`config.mk`:
```
export PLATFORM = sky130hd
export DESIGN_NAME = key_click_hold_detector
export DESIGN_NICKNAME = d
export VERILOG_FILES = /design/src/kchd_pkg.sv /design/src/kchd_cfg_regs.sv /design/src/kchd_key_cell.sv /design/src/key_click_hold_detector.sv
export SDC_FILE = /design/constraint.sdc
export NUM_CORES = 1
export LEC_CHECK = 0
export BUFFER_PORTS_ARGS = -buffer_cell sky130_fd_sc_hd__buf_2
export CORE_ASPECT_RATIO = 1.75
export CORE_MARGIN = 3
export CORE_UTILIZATION = 40
export DETAILED_ROUTE_END_ITERATION = 10
export SYNTH_ARGS = -nofsm -noshare
export SYNTH_HDL_FRONTEND = slang
export SYNTH_HIERARCHICAL = 1
export SYNTH_SLANG_ARGS = --single-unit
```
`constraint.sdc`:
```
create_clock -name clk -period 8.01 [get_ports clk]
set_clock_uncertainty 0.2 [all_clocks]
set_input_delay 1.602 -clock clk [delete_from_list [all_inputs] [get_ports clk]]
set_output_delay 1.602 -clock clk [all_outputs]
set_load 0.02 [all_outputs]
```
`src/kchd_pkg.sv`:
```
`default_nettype none

package kchd_pkg;

    // Width of the key level and pulse fields.
    localparam int unsigned KEY_FIELD_W = 8;

    // Width of one press counter and of each threshold register.
    localparam int unsigned CNT_W = 8;

    // Default number of keys that carry a counter.
    localparam int unsigned NUM_KEYS_DEF = 8;

    // Configuration port widths.
    localparam int unsigned CFG_INDEX_W = 8;
    localparam int unsigned CFG_DATA_W  = 8;

    // Configuration register indexes.
    localparam logic [CFG_INDEX_W-1:0] REG_CLICK_THRESHOLD = 8'd0;
    localparam logic [CFG_INDEX_W-1:0] REG_HOLD_THRESHOLD  = 8'd1;

    // Threshold reset values.
    localparam logic [CNT_W-1:0] CLICK_THRESHOLD_RST = 8'd3;
    localparam logic [CNT_W-1:0] HOLD_THRESHOLD_RST  = 8'd50;

    // Saturated counter value.
    localparam logic [CNT_W-1:0] CNT_MAX = {CNT_W{1'b1}};

    // Thresholds shared by all key cells.
    typedef struct packed {
        logic [CNT_W-1:0] click_threshold;
        logic [CNT_W-1:0] hold_threshold;
    } thresholds_t;

endpackage

`default_nettype wire

```
`src/kchd_cfg_regs.sv`:
```
`default_nettype none

module kchd_cfg_regs
(
    input  wire logic                              clk,
    input  wire logic                              rst_n,
    input  wire logic                              cfg_valid,
    output logic                                   cfg_ready,
    input  wire logic [kchd_pkg::CFG_INDEX_W-1:0]  cfg_index,
    input  wire logic [kchd_pkg::CFG_DATA_W-1:0]   cfg_data,
    output kchd_pkg::thresholds_t                  thresholds
);

    logic [kchd_pkg::CNT_W-1:0] click_threshold_reg;
    logic [kchd_pkg::CNT_W-1:0] hold_threshold_reg;

    // Writes are always taken.
    assign cfg_ready = 1'b1;

    // Threshold registers; writes to unknown indexes are dropped.
    always_ff @(posedge clk or negedge rst_n)
    begin
        if (!rst_n)
        begin
            click_threshold_reg <= kchd_pkg::CLICK_THRESHOLD_RST;
            hold_threshold_reg  <= kchd_pkg::HOLD_THRESHOLD_RST;
        end
        else if (cfg_valid && cfg_ready)
        begin
            case (cfg_index)
                kchd_pkg::REG_CLICK_THRESHOLD:
                begin
                    click_threshold_reg <= cfg_data[kchd_pkg::CNT_W-1:0];
                end
                kchd_pkg::REG_HOLD_THRESHOLD:
                begin
                    hold_threshold_reg <= cfg_data[kchd_pkg::CNT_W-1:0];
                end
                default:
                begin
                end
            endcase
        end
    end

    assign thresholds.click_threshold = click_threshold_reg;
    assign thresholds.hold_threshold  = hold_threshold_reg;

endmodule

`default_nettype wire

```
`src/kchd_key_cell.sv`:
```
`default_nettype none

module kchd_key_cell
(
    input  wire logic                  clk,
    input  wire logic                  rst_n,
    input  wire logic                  step,
    input  wire logic                  level,
    input  wire logic                  tick,
    input  wire kchd_pkg::thresholds_t thresholds,
    output logic                       click,
    output logic                       hold
);

    logic                        prev_level_reg;
    logic [kchd_pkg::CNT_W-1:0]  cnt_reg;
    logic [kchd_pkg::CNT_W-1:0]  cnt_next;
    logic [kchd_pkg::CNT_W-1:0]  cnt_adv;
    logic [kchd_pkg::CNT_W-1:0]  hold_th;
    logic [kchd_pkg::CNT_W-1:0]  park_value;

    assign hold_th = thresholds.hold_threshold;

    // The counter advances first; the edge rules then act on the advanced value.
    assign cnt_adv = (tick && (cnt_reg < hold_th)) ? cnt_reg + 1'b1 : cnt_reg;

    // A hold parks one above the threshold, saturating at the counter's top.
    assign park_value = (hold_th == kchd_pkg::CNT_MAX) ? kchd_pkg::CNT_MAX : hold_th + 1'b1;

    // Edge rules for press, steady hold and release.
    always_comb
    begin
        cnt_next = cnt_adv;
        click    = 1'b0;
        hold     = 1'b0;
        if (!prev_level_reg && level)
        begin
            cnt_next = '0;
        end
        else if (prev_level_reg && level)
        begin
            if (cnt_adv == hold_th)
            begin
                hold     = 1'b1;
                cnt_next = park_value;
            end
        end
        else if (prev_level_reg && !level)
        begin
            click    = (cnt_adv >= thresholds.click_threshold) && (cnt_adv < hold_th);
            cnt_next = '0;
        end
    end

    // Per-key state advances once per processed beat.
    always_ff @(posedge clk or negedge rst_n)
    begin
        if (!rst_n)
        begin
            prev_level_reg <= 1'b0;
            cnt_reg        <= '0;
        end
        else if (step)
        begin
            prev_level_reg <= level;
            cnt_reg        <= cnt_next;
        end
    end

endmodule

`default_nettype wire

```
`src/key_click_hold_detector.sv`:
```
`default_nettype none

// Channel   Handshake              Payload
// in        in_valid / in_stall    raw_keys, count_tick
// out       out_valid / out_stall  click_pulses, hold_pulses
// cfg       cfg_valid / cfg_ready  cfg_index, cfg_data
//
// One beat goes from the input register through the key cells to the result register;
// its result is held there while out_stall is high and leaves once out_stall is low.
// A new beat is accepted every cycle while the result side does not stall.
// All key cells work side by side, so the number of keys does not change the rate.
// Reset clears the key levels, the press counters and both handshake stages.
// When out_stall holds a result and a beat waits in the input register, in_stall rises.

module key_click_hold_detector
#(
    parameter int unsigned NUM_KEYS = kchd_pkg::NUM_KEYS_DEF
)
(
    input  wire logic                                  clk,
    input  wire logic                                  rst_n,
    input  wire logic                                  in_valid,
    output logic                                       in_stall,
    input  wire logic [kchd_pkg::KEY_FIELD_W-1:0]      raw_keys,
    input  wire logic                                  count_tick,
    output logic                                       out_valid,
    input  wire logic                                  out_stall,
    output logic [kchd_pkg::KEY_FIELD_W-1:0]           click_pulses,
    output logic [kchd_pkg::KEY_FIELD_W-1:0]           hold_pulses,
    input  wire logic                                  cfg_valid,
    output logic                                       cfg_ready,
    input  wire logic [kchd_pkg::CFG_INDEX_W-1:0]      cfg_index,
    input  wire logic [kchd_pkg::CFG_DATA_W-1:0]       cfg_data
);

    kchd_pkg::thresholds_t                    thresholds;

    logic                                     s1_valid_reg;
    logic [kchd_pkg::KEY_FIELD_W-1:0]         keys_reg;
    logic                                     tick_reg;
    logic                                     out_valid_reg;
    logic [kchd_pkg::KEY_FIELD_W-1:0]         click_reg;
    logic [kchd_pkg::KEY_FIELD_W-1:0]         hold_reg;
    logic                                     out_free;
    logic                                     s1_move;
    logic                                     in_take;
    logic [NUM_KEYS-1:0]                      cell_level;
    logic [NUM_KEYS-1:0]                      cell_click;
    logic [NUM_KEYS-1:0]                      cell_hold;
    logic [kchd_pkg::KEY_FIELD_W-1:0]         click_field;
    logic [kchd_pkg::KEY_FIELD_W-1:0]         hold_field;

    // Threshold registers.
    kchd_cfg_regs u_cfg_regs
    (
        .clk        (clk),
        .rst_n      (rst_n),
        .cfg_valid  (cfg_valid),
        .cfg_ready  (cfg_ready),
        .cfg_index  (cfg_index),
        .cfg_data   (cfg_data),
        .thresholds (thresholds)
    );

    // Pipeline flow control.
    assign out_free = !out_valid_reg || !out_stall;
    assign s1_move  = s1_valid_reg && out_free;
    assign in_stall = s1_valid_reg && !out_free;
    assign in_take  = in_valid && !in_stall;

    // Input register.
    always_ff @(posedge clk or negedge rst_n)
    begin
        if (!rst_n)
        begin
            s1_valid_reg <= 1'b0;
        end
        else if (in_take)
        begin
            s1_valid_reg <= 1'b1;
        end
        else if (s1_move)
        begin
            s1_valid_reg <= 1'b0;
        end
    end

    always_ff @(posedge clk)
    begin
        if (in_take)
        begin
            keys_reg <= raw_keys;
            tick_reg <= count_tick;
        end
    end

    // One cell per key; keys past the field width always read as released.
    genvar k;
    generate
        for (k = 0; k < NUM_KEYS; k++)
        begin : g_cell
            if (k < kchd_pkg::KEY_FIELD_W)
            begin : g_seen
                assign cell_level[k] = keys_reg[k];
            end
            else
            begin : g_unseen
                assign cell_level[k] = 1'b0;
            end

            kchd_key_cell u_cell
            (
                .clk        (clk),
                .rst_n      (rst_n),
                .step       (s1_move),
                .level      (cell_level[k]),
                .tick       (tick_reg),
                .thresholds (thresholds),
                .click      (cell_click[k]),
                .hold       (cell_hold[k])
            );
        end

        // Only the first keys fit in the result fields.
        for (k = 0; k < kchd_pkg::KEY_FIELD_W; k++)
        begin : g_field
            if (k < NUM_KEYS)
            begin : g_used
                assign click_field[k] = cell_click[k];
                assign hold_field[k]  = cell_hold[k];
            end
            else
            begin : g_pad
                assign click_field[k] = 1'b0;
                assign hold_field[k]  = 1'b0;
            end
        end
    endgenerate

    // Result register.
    always_ff @(posedge clk or negedge rst_n)
    begin
        if (!rst_n)
        begin
            out_valid_reg <= 1'b0;
        end
        else if (out_free)
        begin
            out_valid_reg <= s1_valid_reg;
        end
    end

    always_ff @(posedge clk)
    begin
        if (s1_move)
        begin
            click_reg <= click_field;
            hold_reg  <= hold_field;
        end
    end

    assign out_valid    = out_valid_reg;
    assign click_pulses = click_reg;
    assign hold_pulses  = hold_reg;

    // A key never reports click and hold in the same result.
    assert property (@(posedge clk) disable iff (!rst_n)
        out_valid |-> ((click_pulses & hold_pulses) == '0))
        else $error("click and hold fired together for one key");

    // A beat that moves on always shows up as a valid result.
    assert property (@(posedge clk) disable iff (!rst_n)
        s1_move |=> out_valid)
        else $error("processed beat did not reach the result register");

    // Back-pressure only appears while the result register is held.
    assert property (@(posedge clk) disable iff (!rst_n)
        in_stall |-> (out_valid && out_stall && s1_valid_reg))
        else $error("input stalled without a held result");

    // A held result leaves the input beat in place.
    assert property (@(posedge clk) disable iff (!rst_n)
        (s1_valid_reg && out_valid && out_stall) |=> s1_valid_reg)
        else $error("input beat lost while result was held");

endmodule

`default_nettype wire
```
Word level (Yosys, flattened, before mapping)
Index checks and enable logic that the tools add are counted.
Cells by class
  $lt $le $gt $ge: 24
  add/subtract/negate cells: 9
  bitwise gates (word level): 16
  mux-type cells: 51
  reduce and logical (&&, ||, !) cells: 84
  eq/ne operators: 10
Operators by type and width (number)
  two-way mux 8 bit: 41
  < comparator 8 bit: 16
  adder 8 x 1 -> 8 bit (second input constant): 9
  equality test 8 bit: 8
  greater-or-equal comparator 8 bit: 8
  logical AND 1 bit: 43
  OR reduction 3 bit: 8
  zero test 1 bit: 20
  NOT 1 bit: 16
  OR reduction 2 bit: 8
  two-way mux 1 bit: 10
  equality test 8 x 1 -> 1 bit (second input constant): 1
  equality test 8 bit (second input constant): 1
  zero test 8 bit: 1
  AND reduction 2 bit: 2
  nonzero test 2 bit: 1
  logical OR 1 bit: 1
Word-level totals
  word-level logic and storage cells: 232
  register bits after elaboration: 115
  output and inout port bits: 19
  input port bits: 30

Depth between registers and ports, before layout
Gate-level depths: netlist (run 1).
  word-level depth: 7
  mapped depth: 17

Modules after synthesis
Netlist (run 1), hierarchy kept.
By module, submodules not included
  kchd_key_cell (g_cell[0].u_cell ...): seq. area each 225.2 sq um, area each 1416.4 sq um, instances 7, cells each 175
  kchd_key_cell (g_cell[4].u_cell): seq. area each 225.2 sq um, area each 1370.1 sq um, instances 1, cells each 170
  key_click_hold_detector: seq. area each 800.8 sq um, area each 843.3 sq um, instances 1, cells each 33
  kchd_cfg_regs: seq. area each 406.6 sq um, area each 676.9 sq um, instances 1, cells each 40

Worst setup path after synthesis (run 1)
OpenSTA, ideal clock, no wires.
  path kind: in2reg
  start point: input out_stall
  end point: register g_cell[4].u_cell/cnt_reg[6] (netlist bit)
  setup slack: 670 ps
  library setup time: 64 ps
  data arrival time: 7076 ps
  buffers on the path: 0
  required time: 7746 ps
  stages on the path: 5
  cells stage by stage: a21boi_0 nand2_1 a21oi_1 o221ai_1 a21bo_2
Between the ends
  cells in the longest elaborated chain, start to end: 3
RTL lines
  from (decl): RTL line key_click_hold_detector.sv:27  | input wire logic out_stall,
  zero test 1 bit: RTL line key_click_hold_detector.sv:66  | assign out_free = !out_valid_reg || !out_stall;
  logical OR 1 bit: RTL line key_click_hold_detector.sv:66
  logical AND 1 bit: RTL line key_click_hold_detector.sv:67  | assign s1_move = s1_valid_reg && out_free;
  to (signal assigned): RTL line kchd_key_cell.sv:66  | cnt_reg <= cnt_next;
  to (decl): RTL line kchd_key_cell.sv:16  | logic [kchd_pkg::CNT_W-1:0] cnt_reg;
Every way passes these cells.
A chain may end at the register's enable or synchronous reset.

Final worst setup path (run 1)
  start point: register u_cfg_regs/hold_threshold_reg[5] (netlist bit)
  end point: register g_cell[4].u_cell/cnt_reg[5] (netlist bit)
Between the ends
  cells in the longest elaborated chain, start to end: 7
  elaborated cells on any way between the ends: 11
  classes of those cells: 1 x add/sub; 1 x order compare; 2 x eq/ne; 6 x mux; 1 x reduce/logical
RTL lines
  from (decl): RTL line kchd_cfg_regs.sv:15  | logic [kchd_pkg::CNT_W-1:0] hold_threshold_reg;
  from (signal assigned): RTL line kchd_cfg_regs.sv:26  | hold_threshold_reg <= kchd_pkg::HOLD_THRESHOLD_RST;
  from (signal assigned): RTL line kchd_cfg_regs.sv:37  | hold_threshold_reg <= cfg_data[kchd_pkg::CNT_W-1:0];
  < comparator 8 bit: RTL line kchd_key_cell.sv:25  | assign cnt_adv = (tick && (cnt_reg < hold_th)) ? cnt_reg + 1'b1 : cnt_reg;
  logical AND 1 bit: RTL line kchd_key_cell.sv:25
  two-way mux 8 bit: RTL line kchd_key_cell.sv:25
  equality test 8 bit: RTL line kchd_key_cell.sv:42  | if (cnt_adv == hold_th)
  two-way mux 8 bit: RTL line kchd_key_cell.sv:42
  two-way mux 8 bit *: RTL line kchd_key_cell.sv:40  | else if (prev_level_reg && level)
  two-way mux 8 bit *: RTL line kchd_key_cell.sv:36  | if (!prev_level_reg && level)
Mark *: on every way between the ends. The rest lies on a longest branch, timed or not.

==> results of run 1 <==
cell usage after synthesis, types with 8 or more instances:
| cell | n |
|---|---|
| sky130_fd_sc_hd__o211ai_2 | 8 |
| sky130_fd_sc_hd__nor3_1 | 23 |
| sky130_fd_sc_hd__nand2_1 | 105 |
| sky130_fd_sc_hd__mux2_2 | 10 |
| sky130_fd_sc_hd__a31oi_1 | 15 |
| sky130_fd_sc_hd__o22ai_1 | 8 |
| sky130_fd_sc_hd__mux2_4 | 8 |
| sky130_fd_sc_hd__o21ai_2 | 14 |
| sky130_fd_sc_hd__nand3_1 | 50 |
| sky130_fd_sc_hd__edfxtp_1 | 25 |
| sky130_fd_sc_hd__o21ai_0 | 86 |
| sky130_fd_sc_hd__inv_1 | 158 |
| sky130_fd_sc_hd__o211a_1 | 21 |
| sky130_fd_sc_hd__nor2_1 | 72 |
| sky130_fd_sc_hd__dfrtp_1 | 85 |
| sky130_fd_sc_hd__o2111ai_1 | 8 |
| sky130_fd_sc_hd__buf_6 | 8 |
| sky130_fd_sc_hd__o211ai_1 | 29 |
| sky130_fd_sc_hd__ha_1 | 200 |
| sky130_fd_sc_hd__a31oi_2 | 8 |
| sky130_fd_sc_hd__nand3b_1 | 8 |
| sky130_fd_sc_hd__a22o_1 | 15 |
| sky130_fd_sc_hd__a32oi_1 | 14 |
| sky130_fd_sc_hd__nand4_1 | 31 |
| sky130_fd_sc_hd__o21a_1 | 15 |
| sky130_fd_sc_hd__a21o_1 | 24 |
| sky130_fd_sc_hd__a211o_1 | 8 |
| sky130_fd_sc_hd__xnor2_1 | 65 |
| sky130_fd_sc_hd__nand2b_1 | 18 |
| sky130_fd_sc_hd__or4_1 | 8 |
| sky130_fd_sc_hd__and3_1 | 23 |
| sky130_fd_sc_hd__nor4_1 | 9 |
| sky130_fd_sc_hd__xor2_1 | 24 |
| sky130_fd_sc_hd__a21oi_1 | 84 |
| sky130_fd_sc_hd__and2_1 | 15 |
| sky130_fd_sc_hd__o31ai_1 | 17 |
| sky130_fd_sc_hd__a221o_1 | 14 |
| sky130_fd_sc_hd__nor2b_1 | 23 |
| sky130_fd_sc_hd__a211oi_1 | 9 |
per-layer routing:
metal  GRT usage  share of wire  routed length, um
met5           0              0                  0
met4       0.122          0.055               2120
met3      0.0377          0.044               1710
met2       0.423           0.53              20400
met1       0.242           0.38              14600
worst max path at each step:
| stage | to | slack [ns] | depth (start not counted) |
|---|---|---|---|
| floorplan | g_cell[4].u_cell/cnt_reg[6] | 0.67 | 5 |
| global placement | g_cell[4].u_cell/cnt_reg[5] | 3.10 | 14 |
| detailed placement | g_cell[4].u_cell/cnt_reg[5] | 3.02 | 14 |
| CTS | g_cell[4].u_cell/cnt_reg[5] | 3.01 | 14 |
| global route | g_cell[4].u_cell/cnt_reg[5] | 2.80 | 14 |
| finish | g_cell[4].u_cell/cnt_reg[5] | 2.98 | 14 |
power by group:
| part | internal [mW] | switching (mW) |
|---|---|---|
| Combinational | 1.21 | 1.78 |
| Clock | 0.421 | 0.329 |
| Sequential | 0.758 | 0.282 |
| Total | 2.39 | 2.39 |
critical path, stage by stage, from the launching register on:
cell and delay [ns]:
sky130_fd_sc_hd__dfstp_2 1.00, sky130_fd_sc_hd__inv_1 0.19, sky130_fd_sc_hd__ha_1 0.33, sky130_fd_sc_hd__and3_1 0.18, sky130_fd_sc_hd__a221oi_4 0.30, sky130_fd_sc_hd__o21ai_4 0.17, sky130_fd_sc_hd__or3_2 0.52, sky130_fd_sc_hd__xnor2_1 0.16
sky130_fd_sc_hd__ha_1 0.30, sky130_fd_sc_hd__nand4_1 0.15, sky130_fd_sc_hd__or4_4 0.57, sky130_fd_sc_hd__and2b_1 0.30, sky130_fd_sc_hd__a21oi_1 0.11, sky130_fd_sc_hd__a21o_1 0.20, sky130_fd_sc_hd__a22o_1 0.22
per-stage QoR:
step	utilization	hold slack, ns	worst slack, ns
2_1_floorplan	-	0.267	0.670
3_3_place_gp	0.429	0.307	3.10
3_5_place_dp	0.429	0.315	3.02
4_1_cts	0.447	0.331	3.01
5_1_grt	0.447	0.358	2.80
6_report	0.447	0.322	2.98
cell families (layout without fill, tap and decap cells):
family                     Yosys count  in the layout  share of synthesized area
AOI/OAI and AO/OA                  449            449                      0.258
and+or+nand+nor                    422            422                      0.176
adders and majority gates          200            200                      0.195
other                                1              1                   0.000293
xor gates and xnor gates            89             89                     0.0609
muxes                               18             18                     0.0182
buffers and inverters              174            252                     0.0567
DFF                                115            115                      0.235
placed cells by master (no fill, tap or decap), types with 14 or more instances in the layout:
master,n
sky130_fd_sc_hd__clkbuf_16,18
sky130_fd_sc_hd__nor2_1,72
sky130_fd_sc_hd__nand2b_1,18
sky130_fd_sc_hd__a21oi_1,84
sky130_fd_sc_hd__o211a_1,21
sky130_fd_sc_hd__and2_1,15
sky130_fd_sc_hd__o21ai_0,86
sky130_fd_sc_hd__edfxtp_1,25
sky130_fd_sc_hd__nor2b_1,23
sky130_fd_sc_hd__xnor2_1,65
sky130_fd_sc_hd__xor2_1,24
sky130_fd_sc_hd__nand4_1,31
sky130_fd_sc_hd__a21o_1,24
sky130_fd_sc_hd__nand3_1,50
sky130_fd_sc_hd__o31ai_1,17
sky130_fd_sc_hd__ha_1,200
sky130_fd_sc_hd__nor3_1,23
sky130_fd_sc_hd__a32oi_1,14
sky130_fd_sc_hd__nand2_1,105
sky130_fd_sc_hd__o21a_1,15
sky130_fd_sc_hd__o21ai_2,14
sky130_fd_sc_hd__a221o_1,14
sky130_fd_sc_hd__inv_1,158
sky130_fd_sc_hd__a31oi_1,15
sky130_fd_sc_hd__o211ai_1,29
sky130_fd_sc_hd__dfrtp_1,83
sky130_fd_sc_hd__and3_1,23
sky130_fd_sc_hd__a22o_1,15
sky130_fd_sc_hd__buf_2,46
final cells by class:
cell class                      instances  area, um2  share of cell area
Timing Repair Buffer                   55        298              0.0212
Clock buffer                           18        450              0.0320
Clock inverter                         14        114             0.00809
Inverter                              165        628              0.0446
Tap cell                              396        495              0.0352
Sequential cell                       115       3010               0.214
Multi-Input combinational cell       1179       9080               0.645
==> summary.json, run 1 <==
{
  "run_status": {"value": "finished clean"},
  "postRouteAntennaNets": {"value": 0},
  "antenna_found_initial": {"value": 0},
  "die_ht": {"value": 243, "unit": "um"},
  "cellPowerDensity": {"value": 340, "unit": "nW/um2"},
  "finish.net_count": {"value": 1763},
  "number_of_global_route_vias_before_repair": {"value": 11900},
  "ys_seq_area_frac": {"value": 0.235},
  "vias": {"value": 11800},
  "timing.rr.start": {"value": "u_cfg_regs/hold_threshold_reg[5]"},
  "drc": {"value": 0},
  "netlist-cell-type-count": {"value": 72},
  "path_class": {"value": "reg2reg"},
  "reg2reg_depth": {"value": 14},
  "final_max_slew_viol_count": {"value": 0},
  "grt_pass1_wl": {"value": 62400, "unit": "um"},
  "post-cts-setup-buffers": {"value": 0},
  "placedCellCount": {"value": 1910},
  "cap_violations": {"value": 0},
  "row_count": {"value": 86},
  "timing.hold.worst.start": {"value": "s1_valid_reg"},
  "timing.rr.end": {"value": "g_cell[4].u_cell/cnt_reg[5]"},
  "ctsHtreeMaxLevel": {"value": 4},
  "netlist_instances": {"value": 1468},
  "flip_flop_count_of_the_largest_register_all_copies_and_words_added": {"value": 64},
  "synthesis.area": {"value": 12800, "unit": "um2"},
  "critical_path_required": {"value": 8.15, "unit": "ns"},
  "synth.top_cells.by_area": {"value": "sky130_fd_sc_hd__ha_1 20%, sky130_fd_sc_hd__dfrtp_1 17%, sky130_fd_sc_hd__edfxtp_1 5.9%"},
  "r2r_slack": {"value": 2.98, "unit": "ns"},
  "maxClockFrequency": {"value": 199, "unit": "MHz"},
  "ys_seq_elements": {"value": 115},
  "dieArea": {"value": 34300, "unit": "um2"},
  "cts_buffers": {"value": 17},
  "tightest_slew": {"value": 0.996, "unit": "ns"},
  "portBuffers": {"value": 47},
  "holdBufCountCts": {"value": 0},
  "grtUsageTotal": {"value": 0.228},
  "layout-drive-gt1-share": {"value": 0.135},
  "detail_route.vias_per_cell": {"value": 6.08},
  "yosys_warn_count": {"value": 6},
  "finalHoldViolCount": {"value": 0},
  "critical_path.max_fanout": {"value": 32},
  "dpl.hpwl": {"value": 29100, "unit": "um"},
  "finalWirelength": {"value": 38900, "unit": "um"},
  "cts_buffer_depth": {"value": 2},
  "maximum_number_of_pins_on_one_net_before_global_route_repair": {"value": 57},
  "timing.final.setup_violations": {"value": 0},
  "post-route-min-period": {"value": 5.03, "unit": "ns"},
  "period_share": {"value": 0.627},
  "p_leak": {"value": 6.08, "unit": "nW"},
  "timing.critical_path.arrival": {"value": 5.17, "unit": "ns"},
  "synth_top_cell_by_area": {"value": "sky130_fd_sc_hd__ha_1"},
  "drt_first_iter_violations": {"value": 634},
  "worst_hold_path.endpoint": {"value": "out_valid"},
  "grt-ovfl-total": {"value": 0},
  "io_pins": {"value": 49},
  "antenna_cells_inserted": {"value": 0},
  "avgSynthCellArea": {"value": 8.72, "unit": "um2"},
  "endpoint_kind": {"value": "flip-flop"},
  "irDropWorstVdd": {"value": 164, "unit": "uV"},
  "total_power": {"value": 4.78, "unit": "mW"},
  "synth-async-reset-ratio": {"value": 0.783},
  "fin_setup_tns": {"value": 0, "unit": "ns"},
  "clkLatencyLatePin": {"value": 0.45, "unit": "ns"},
  "final.fill_count": {"value": 3112},
  "cts_repair_resize_count": {"value": 0},
  "die_width": {"value": 141, "unit": "um"},
  "max-slew-margin-rel": {"value": 0.336},
  "postPlaceCellArea": {"value": 13500, "unit": "um2"},
  "cts.reportedPaths.clkPinSlew": {"value": 0.06, "unit": "ns"},
  "final_design_area_no_fill": {"value": 14100, "unit": "um2"},
  "core-area": {"value": 31500, "unit": "um2"},
  "final-instance-count-excl-fill": {"value": 1942},
  "worst_setup_path_start_kind": {"value": "flip-flop"},
  "min-delay-path-class": {"value": "reg2reg"},
  "yosys_most_used_dff": {"value": "sky130_fd_sc_hd__dfrtp_1"},
  "clock_tree_from_tritoncts": {"value": "yes"},
  "tritoncts_num_sinks": {"value": 115},
  "clock-root-buffer": {"value": "sky130_fd_sc_hd__clkbuf_16"},
  "start_util": {"value": 0.406},
  "post-synth-top-area-fraction": {"value": 0.195},
  "rsz0062_at_grt": {"value": "no"},
  "crit_start": {"value": "u_cfg_regs/hold_threshold_reg[5]"},
  "place.gp.congestion": {"value": 0.922},
  "worst_hold_path.num_cells": {"value": 1},
  "synth_edf_count": {"value": 25},
  "wl_per_cell": {"value": 20.0, "unit": "um"},
  "synthesized_net_count": {"value": 1698},
  "area_delta_synth_final": {"value": 9.95, "unit": "%"},
  "tritonroute_pass_1_iters": {"value": 5}
}
(Power assumes the default switching activity.)
==> inputs of run 2 (changes only) <==
--- a/config.mk
+++ b/config.mk
@@ -5,6 +5,7 @@
 export SDC_FILE = /design/constraint.sdc
 export NUM_CORES = 1
 export LEC_CHECK = 0
+export ABC_AREA = 1
 export BUFFER_PORTS_ARGS = -buffer_cell sky130_fd_sc_hd__buf_2
 export CORE_ASPECT_RATIO = 1.75
 export CORE_MARGIN = 3
==> constraint.sdc (replaced) <==
create_clock -name clk -period 4.6 [get_ports clk]
set_clock_uncertainty 0.2 [all_clocks]
set_input_delay 0.92 -clock clk [delete_from_list [all_inputs] [get_ports clk]]
set_output_delay 0.92 -clock clk [all_outputs]
set_load 0.02 [all_outputs]
==> run 2 against run 1 <==
  * Worst hold slack lost 0.077 ns
  * Global-route usage increased by 0.28 points
  * Register-to-register slack worse by 2.5 ns
  * Sequential power rose by 68%
  * Largest cell class unchanged
==> summary.json, run 2 <==
{
  "period_share": {"value": 0.890, "change": "+0.263"},
  "area_delta_synth_final": {"value": 11.5, "unit": "%"},
  "cts_buffers": {"value": 17, "change": "unchanged"},
  "post-synth-top-area-fraction": {"value": 0.190, "change": "-0.00549"},
  "drt_first_iter_violations": {"value": 666, "change": "+5.0%"},
  "timing.critical_path.arrival": {"value": 4.23, "unit": "ns", "change": "-0.94 ns"},
  "timing.rr.start": {"value": "u_cfg_regs/hold_threshold_reg[5]"},
  "timing.final.setup_violations": {"value": 0, "change": "unchanged"},
  "synth-async-reset-ratio": {"value": 0.783, "change": "unchanged"},
  "antenna_found_initial": {"value": 0, "change": "unchanged"},
  "synth.top_cells.by_count": {"value": "697 x sky130_fd_sc_hd__nand2_1, 348 x sky130_fd_sc_hd__inv_1, 200 x sky130_fd_sc_hd__ha_1"},
  "die_ht": {"value": 251, "unit": "um", "change": "+3.6%"},
  "netlist-cell-type-count": {"value": 41, "change": "-43%"},
  "io_pins": {"value": 49, "change": "unchanged"},
  "post-synth-top-count-cell": {"value": "sky130_fd_sc_hd__nand2_1"},
  "ys_seq_elements": {"value": 115, "change": "unchanged"},
  "critical_path.max_fanout": {"value": 18, "change": "-44%"},
  "post-cts-setup-buffers": {"value": 0, "change": "unchanged"},
  "grtUsageTotal": {"value": 0.231, "change": "+0.00276"},
  "max-slew-margin-rel": {"value": 0.478, "change": "+0.142"},
  "finalHoldViolCount": {"value": 0, "change": "unchanged"},
  "antenna_cells_inserted": {"value": 0, "change": "unchanged"},
  "place.gp.congestion": {"value": 0.944, "change": "+2.4%"},
  "holdBufCountCts": {"value": 0, "change": "unchanged"},
  "path_class": {"value": "reg2reg"},
  "min-delay-path-class": {"value": "in2async"},
  "finalWirelength": {"value": 42500, "unit": "um", "change": "+9.4%"},
  "synth_edf_count": {"value": 25, "change": "unchanged"},
  "dpl.hpwl": {"value": 33800, "unit": "um", "change": "+16%"},
  "vias": {"value": 13600, "change": "+16%"},
  "detail_route.vias_per_cell": {"value": 5.18, "change": "-15%"},
  "clock_tree_from_tritoncts": {"value": "yes"},
  "ys_seq_area_frac": {"value": 0.218, "change": "-0.0165"},
  "postPlaceCellArea": {"value": 14700, "unit": "um2", "change": "+9.1%"},
  "irDropWorstVdd": {"value": 341, "unit": "uV", "change": "+110%"},
  "avgSynthCellArea": {"value": 6.61, "unit": "um2", "change": "-24%"},
  "post-route-min-period": {"value": 4.09, "unit": "ns", "change": "-0.931 ns"},
  "total_switching_power": {"value": 5.86, "unit": "mW", "change": "+140%"},
  "most_common_library_cell_in_the_layout_ignoring_fill_and_taps": {"value": "sky130_fd_sc_hd__nand2_1"},
  "tritonroute_pass_1_iters": {"value": 6, "change": "+1"},
  "crit_start": {"value": "u_cfg_regs/hold_threshold_reg[5]"},
  "final_design_area_no_fill": {"value": 15400, "unit": "um2", "change": "+9.1%"},
  "ctsHtreeMaxLevel": {"value": 4, "change": "unchanged"},
  "portBuffers": {"value": 47, "change": "unchanged"},
  "p_leak": {"value": 8.44, "unit": "nW", "change": "+39%"},
  "hold_ws": {"value": 0.245, "unit": "ns", "change": "-0.0766 ns"},
  "reg2reg_depth": {"value": 17, "change": "+3"},
  "comb_power_share": {"value": 0.705, "change": "+0.079"},
  "setup_slack": {"value": 0.505, "unit": "ns", "change": "-2.48 ns"},
  "dieArea": {"value": 36800, "unit": "um2", "change": "+7.3%"},
  "cellPowerDensity": {"value": 706, "unit": "nW/um2", "change": "+110%"},
  "final_max_slew_viol_count": {"value": 0, "change": "unchanged"},
  "drc": {"value": 0, "change": "unchanged"},
  "critical_path_required": {"value": 4.74, "unit": "ns", "change": "-3.41 ns"},
  "finish.net_count": {"value": 2394, "change": "+36%"},
  "cts.reportedPaths.clkPinSlew": {"value": 0.07, "unit": "ns", "change": "about the same"},
  "fin_setup_tns": {"value": 0, "unit": "ns", "change": "unchanged"},
  "layout-drive-gt1-share": {"value": 0.109, "change": "-0.0263"},
  "yosys_warn_count": {"value": 6, "change": "unchanged"},
  "cts_repair_resize_count": {"value": 0, "change": "unchanged"},
  "synth_top_cell_by_area": {"value": "sky130_fd_sc_hd__nand2_1"},
  "synthesis.area": {"value": 13800, "unit": "um2", "change": "+7.6%"},
  "die_width": {"value": 146, "unit": "um", "change": "+3.6%"},
  "row_count": {"value": 89, "change": "+3.5%"},
  "netlist_instances": {"value": 2084, "change": "+42%"},
  "synthesized_net_count": {"value": 2314, "change": "+36%"},
  "r2r_slack": {"value": 0.51, "unit": "ns", "change": "-2.48 ns"},
  "rsz0062_at_grt": {"value": "no"},
  "tightest_slew": {"value": 0.782, "unit": "ns", "change": "-0.214 ns"},
  "power_switching_share": {"value": 0.540, "change": "+0.0396"},
  "clock-root-buffer": {"value": "sky130_fd_sc_hd__clkbuf_16"},
  "timing.rr.end": {"value": "g_cell[3].u_cell/cnt_reg[5]"},
  "total_power": {"value": 10.8, "unit": "mW", "change": "+130%"},
  "endpoint_kind": {"value": "flip-flop"},
  "clkLatencyLatePin": {"value": 0.45, "unit": "ns", "change": "about the same"},
  "start_util": {"value": 0.407, "change": "+0.000753"},
  "wl_per_cell": {"value": 16.2, "unit": "um", "change": "-19%"},
  "power_frac_seq": {"value": 0.161, "change": "-0.056"},
  "cts_buffer_depth": {"value": 2, "change": "unchanged"},
  "cap_violations": {"value": 0, "change": "unchanged"},
  "flip_flop_count_of_the_largest_register_all_copies_and_words_added": {"value": 64, "change": "unchanged"},
  "number_of_global_route_vias_before_repair": {"value": 13500, "change": "+14%"},
  "grt_pass1_wl": {"value": 68000, "unit": "um", "change": "+9.0%"},
  "maxClockFrequency": {"value": 244, "unit": "MHz", "change": "+23%"},
  "dpl_worst_slack": {"value": 0.519, "unit": "ns", "change": "-2.50 ns"},
  "layout.cells.most_common_list": {"value": "697 x sky130_fd_sc_hd__nand2_1, 348 x sky130_fd_sc_hd__inv_1, 200 x sky130_fd_sc_hd__ha_1"},
  "maximum_number_of_pins_on_one_net_before_global_route_repair": {"value": 38, "change": "-33%"},
  "clock_power_share": {"value": 0.134, "change": "-0.023"},
  "grt-ovfl-total": {"value": 0, "change": "unchanged"},
  "run_status": {"value": "finished clean"},
  "synth.top_cells.by_area": {"value": "sky130_fd_sc_hd__nand2_1 19%, sky130_fd_sc_hd__ha_1 18%, sky130_fd_sc_hd__dfrtp_1 15%"},
  "core-area": {"value": 33900, "unit": "um2", "change": "+7.4%"},
  "tritoncts_num_sinks": {"value": 115, "change": "unchanged"},
  "yosys_most_used_dff": {"value": "sky130_fd_sc_hd__dfrtp_1"},
  "worst_setup_path_start_kind": {"value": "flip-flop"},
  "power.internal": {"value": 4.99, "unit": "mW", "change": "+110%"},
  "postRouteAntennaNets": {"value": 0, "change": "unchanged"}
}
run 2: cell type report:
class                   instances  area, um2
flip-flops and latches        115       3010
clock buffers                  18        439
fillers                      3593      18500
well taps                     455        569
multi-input cells            1579       9290
repair buffers                 69        428
clock inverters                14        185
inverters                     382       1450
run 2: routing by layer:
metal,track usage,routed length (um),vias up
li1,-,-,6857
met2,0.448,22900,334
met3,0.0217,1350,115
met5,0,0,-
met1,0.246,16400,6327
met4,0.116,1950,0
run 2: worst max-delay path: stages (launching register included):
cell                       delay [ns]
sky130_fd_sc_hd__dfstp_2         0.85
sky130_fd_sc_hd__inv_1           0.20
sky130_fd_sc_hd__ha_1            0.35
sky130_fd_sc_hd__a21oi_1         0.14
sky130_fd_sc_hd__o21a_1          0.24
sky130_fd_sc_hd__nand3_4         0.15
sky130_fd_sc_hd__o21ai_1         0.36
sky130_fd_sc_hd__inv_1           0.14
sky130_fd_sc_hd__ha_1            0.32
sky130_fd_sc_hd__nand2_1         0.07
sky130_fd_sc_hd__nor2_1          0.15
sky130_fd_sc_hd__nand2_2         0.13
sky130_fd_sc_hd__clkinv_2        0.12
sky130_fd_sc_hd__nand2_2         0.09
sky130_fd_sc_hd__o21ai_0         0.27
sky130_fd_sc_hd__nand2_1         0.10
sky130_fd_sc_hd__nand2_1         0.07
sky130_fd_sc_hd__nand2_1         0.04
run 2: kinds of logic (layout without fill, tap and decap cells):
kind of cell / Yosys count / after routing / synth area share
AND/OR/NAND/NOR: 1050 / 1050 / 0.339
buffers and inverters: 390 / 483 / 0.108
AO/OA/AOI/OAI: 258 / 258 / 0.107
adder cells (fa/ha/maj): 200 / 200 / 0.182
flip-flops: 115 / 115 / 0.218
XOR/XNOR: 70 / 70 / 0.0445
other: 1 / 1 / 0.000272
run 2: through the flow:
step,util,instances
after floorplan,-,2084
after detailed placement,0.435,2600
final,0.454,2632
after global routing,0.454,2632
after global placement,0.435,2600
after CTS,0.454,2632
run 2: how the worst max path moves through the flow:
| stage | end | depth (start not counted) | slack (ns) |
|---|---|---|---|
| CTS | g_cell[2].u_cell/cnt_reg[4] | 21 | 0.51 |
| global route | g_cell[2].u_cell/cnt_reg[4] | 23 | 0.17 |
| detailed placement | g_cell[2].u_cell/cnt_reg[4] | 21 | 0.52 |
| floorplan | g_cell[0].u_cell/cnt_reg[1] | 7 | 0.44 |
| finish | g_cell[3].u_cell/cnt_reg[5] | 17 | 0.51 |
| global placement | g_cell[2].u_cell/cnt_reg[4] | 21 | 0.65 |
run 2: power groups by stage:
| stage | combinational (mW) | clock [mW] | sequential (mW) |
|---|---|---|---|
| after floorplan | 5.80 | 0 | 1.64 |
| after global placement | 7.40 | 0 | 1.76 |
| after detailed placement | 7.58 | 0 | 1.77 |
| after CTS | 7.64 | 1.48 | 1.75 |
| after global routing | 8.79 | 1.52 | 1.79 |
| final | 7.65 | 1.46 | 1.75 |
==> inputs of run 3 (changes only) <==
--- a/config.mk
+++ b/config.mk
@@ -10,7 +10,9 @@
 export CORE_ASPECT_RATIO = 1.75
 export CORE_MARGIN = 3
 export CORE_UTILIZATION = 40
+export CTS_CLUSTER_SIZE = 14
 export DETAILED_ROUTE_END_ITERATION = 10
+export RECOVER_POWER = 50
 export SYNTH_ARGS = -nofsm -noshare
 export SYNTH_HDL_FRONTEND = slang
 export SYNTH_HIERARCHICAL = 1
==> run 3 against run 2 <==
  * The run now ends with capacitance limit, slew limit left
  * First-iteration DRC count rose by 0.90%
  * Maximum frequency is 1.8% lower
  * Via count is 0.18% higher
  * Wire length increased by 0.13%
  * Cell count is the same
  * Total power about the same
  * Design area is 0.53% lower
  * Global-route usage stayed put
  * Setup slack worse by 0.074 ns
  * Combinational power about the same
  * Critical endpoint is now g_cell[5].u_cell/cnt_reg[1]
  * Largest power group unchanged
==> summary.json, run 3 (synthesis gave the netlist of run 2 again) <==
{
  "run_status": {"value": "finished with violations"},
  "failing_checks": {"value": "capacitance limit, slew limit"},
  "dpl_worst_slack": {"value": 0.519, "unit": "ns", "change": "unchanged"},
  "holdBufCountCts": {"value": 0, "change": "unchanged"},
  "cts_buffers": {"value": 17, "change": "unchanged"},
  "die_width": {"value": 146, "unit": "um", "change": "unchanged"},
  "period_share": {"value": 0.906, "change": "+0.0161"},
  "finalWirelength": {"value": 42600, "unit": "um", "change": "+0.13%"},
  "grtUsageTotal": {"value": 0.231, "change": "unchanged"},
  "dieArea": {"value": 36800, "unit": "um2", "change": "unchanged"},
  "postPlaceCellArea": {"value": 14700, "unit": "um2", "change": "unchanged"},
  "cellPowerDensity": {"value": 709, "unit": "nW/um2", "change": "+0.44%"},
  "cts_buffer_depth": {"value": 2, "change": "unchanged"},
  "tritonroute_pass_1_iters": {"value": 8, "change": "+2"},
  "cap_violations": {"value": 4, "change": "+4"},
  "rsz0062_at_grt": {"value": "no"},
  "antenna_cells_inserted": {"value": 0, "change": "unchanged"},
  "finish.net_count": {"value": 2394, "change": "unchanged"},
  "min-delay-path-class": {"value": "reg2reg"},
  "final-instance-count-excl-fill": {"value": 2632, "change": "unchanged"},
  "grt-ovfl-total": {"value": 0, "change": "unchanged"},
  "detail_route.vias_per_cell": {"value": 5.19, "change": "+0.18%"},
  "grt_pass1_wl": {"value": 68000, "unit": "um", "change": "unchanged"},
  "final_max_slew_viol_count": {"value": 115, "change": "+115"},
  "row_count": {"value": 89, "change": "unchanged"},
  "vias": {"value": 13700, "change": "+0.18%"},
  "drc": {"value": 0, "change": "unchanged"},
  "layout-drive-gt1-share": {"value": 0.103, "change": "-0.00551"},
  "place.gp.congestion": {"value": 0.944, "change": "unchanged"},
  "total_power": {"value": 10.8, "unit": "mW", "change": "about the same"},
  "timing.critical_path.arrival": {"value": 4.35, "unit": "ns", "change": "+0.12 ns"},
  "wl_per_cell": {"value": 16.2, "unit": "um", "change": "+0.13%"},
  "flip_flop_count_of_the_largest_register_all_copies_and_words_added": {"value": 64, "change": "unchanged"},
  "critical_path_required": {"value": 4.79, "unit": "ns", "change": "+0.05 ns"},
  "postRouteAntennaNets": {"value": 0, "change": "unchanged"},
  "worst_setup_path_start_kind": {"value": "input port"},
  "antenna_found_initial": {"value": 0, "change": "unchanged"},
  "ctsHtreeMaxLevel": {"value": 4, "change": "unchanged"},
  "finalHoldViolCount": {"value": 0, "change": "unchanged"},
  "worst_hold_path.num_cells": {"value": 2},
  "final_design_area_no_fill": {"value": 15300, "unit": "um2", "change": "-0.53%"},
  "placedCellCount": {"value": 2600, "change": "unchanged"},
  "hold_ws": {"value": 0.288, "unit": "ns", "change": "+0.0429 ns"},
  "drt_first_iter_violations": {"value": 672, "change": "+0.90%"},
  "setup_slack": {"value": 0.431, "unit": "ns", "change": "-0.0740 ns"},
  "area_delta_synth_final": {"value": 11.0, "unit": "%"},
  "tritoncts_num_sinks": {"value": 115, "change": "unchanged"},
  "critical_path.max_fanout": {"value": 21, "change": "+3"},
  "portBuffers": {"value": 47, "change": "unchanged"},
  "max-slew-margin-rel": {"value": -0.431, "change": "-0.909"},
  "clock-root-buffer": {"value": "sky130_fd_sc_hd__clkbuf_16"},
  "irDropWorstVdd": {"value": 342, "unit": "uV", "change": "+0.20%"},
  "io_pins": {"value": 49, "change": "unchanged"},
  "maximum_number_of_pins_on_one_net_before_global_route_repair": {"value": 38, "change": "unchanged"},
  "final.fill_count": {"value": 3610, "change": "+0.47%"},
  "fin_setup_tns": {"value": 0, "unit": "ns", "change": "unchanged"},
  "cts_repair_resize_count": {"value": 0, "change": "unchanged"},
  "multi_input_comb_area": {"value": 9230, "unit": "um2", "change": "-0.57%"},
  "post-cts-setup-buffers": {"value": 0, "change": "unchanged"},
  "maxClockFrequency": {"value": 240, "unit": "MHz", "change": "-1.8%"},
  "path_class": {"value": "in2reg"},
  "p_leak": {"value": 8.38, "unit": "nW", "change": "-0.75%"},
  "final_util": {"value": 0.451, "change": "-0.00240"},
  "clock_tree_from_tritoncts": {"value": "yes"},
  "clkLatencyLatePin": {"value": 0.45, "unit": "ns", "change": "about the same"},
  "most_common_library_cell_in_the_layout_ignoring_fill_and_taps": {"value": "sky130_fd_sc_hd__nand2_1"},
  "number_of_global_route_vias_before_repair": {"value": 13500, "change": "unchanged"},
  "start_util": {"value": 0.407, "change": "unchanged"},
  "cts.reportedPaths.clkPinSlew": {"value": 0.06, "unit": "ns", "change": "about the same"},
  "core-area": {"value": 33900, "unit": "um2", "change": "unchanged"},
  "dpl.hpwl": {"value": 33800, "unit": "um", "change": "unchanged"},
  "die_ht": {"value": 251, "unit": "um", "change": "unchanged"},
  "layout.cells.most_common_list": {"value": "699 x sky130_fd_sc_hd__nand2_1, 348 x sky130_fd_sc_hd__inv_1, 200 x sky130_fd_sc_hd__ha_1"},
  "timing.final.setup_violations": {"value": 0, "change": "unchanged"},
  "post-route-min-period": {"value": 4.17, "unit": "ns", "change": "+0.0740 ns"},
  "reg2reg_depth": {"value": 21, "change": "+4"},
  "seqCellArea": {"value": 3010, "unit": "um2", "change": "unchanged"},
  "endpoint_kind": {"value": "flip-flop"},
  "tightest_slew": {"value": 2.15, "unit": "ns", "change": "+1.36 ns"}
}
==> run 3: cell types whose count changed in the layout (fill, tap and decap cells not counted), moves of 2 or more <==
cell,before,now
sky130_fd_sc_hd__clkbuf_1,0,5
sky130_fd_sc_hd__buf_4,21,18
sky130_fd_sc_hd__nor2_1,77,80
sky130_fd_sc_hd__nand2_1,697,699
==> run 3: worst paths after layout <==
kind | startpoint | end | slack, ns
worst min-delay path | s1_valid_reg | out_valid | 0.29
min in group asynchronous | rst_n | g_cell[6].u_cell/cnt_reg[2] | 0.89
worst min register to register | s1_valid_reg | out_valid | 0.29
worst max register to register | u_cfg_regs/hold_threshold_reg[5] | g_cell[2].u_cell/cnt_reg[0] | 0.48
worst max-delay path | out_stall | g_cell[5].u_cell/cnt_reg[1] | 0.43
max in group asynchronous | rst_n | g_cell[0].u_cell/cnt_reg[5] | 0.84
==> run 3: final cells by class <==
type	count	share of cell area
clock inverters	14	0.0121
inverters	382	0.0948
clock buffers	18	0.0287
multi-input cells	1579	0.604
flip-flops and latches	115	0.197
repair buffers	69	0.0261
well taps	455	0.0372
==> run 3: power breakdown <==
part | leakage, nW | total [mW] | switching, mW | internal [mW]
Clock | 0.303 | 1.45 | 0.538 | 0.916
Sequential | 1.44 | 1.75 | 0.438 | 1.31
Combinational | 6.63 | 7.64 | 4.88 | 2.76
==> run 3: metal layers <==
metal / vias to the layer above / track usage / routed length (um)
met5: - / 0 / 0
met4: 0 / 0.116 / 1930
met3: 113 / 0.0217 / 1430
met2: 340 / 0.448 / 22900
met1: 6335 / 0.246 / 16300
li1: 6869 / - / -
==> run 3: worst max-delay path, cell delays in order <==
cell                       delay [ns]
sky130_fd_sc_hd__clkbuf_1        0.10
sky130_fd_sc_hd__a21oi_1         1.31
sky130_fd_sc_hd__clkbuf_1        1.14
sky130_fd_sc_hd__nand2_1         0.40
sky130_fd_sc_hd__a21oi_1         0.24
sky130_fd_sc_hd__nand2_1         0.08
sky130_fd_sc_hd__inv_1           0.05
sky130_fd_sc_hd__nand2_1         0.04
sky130_fd_sc_hd__nand2_1         0.05
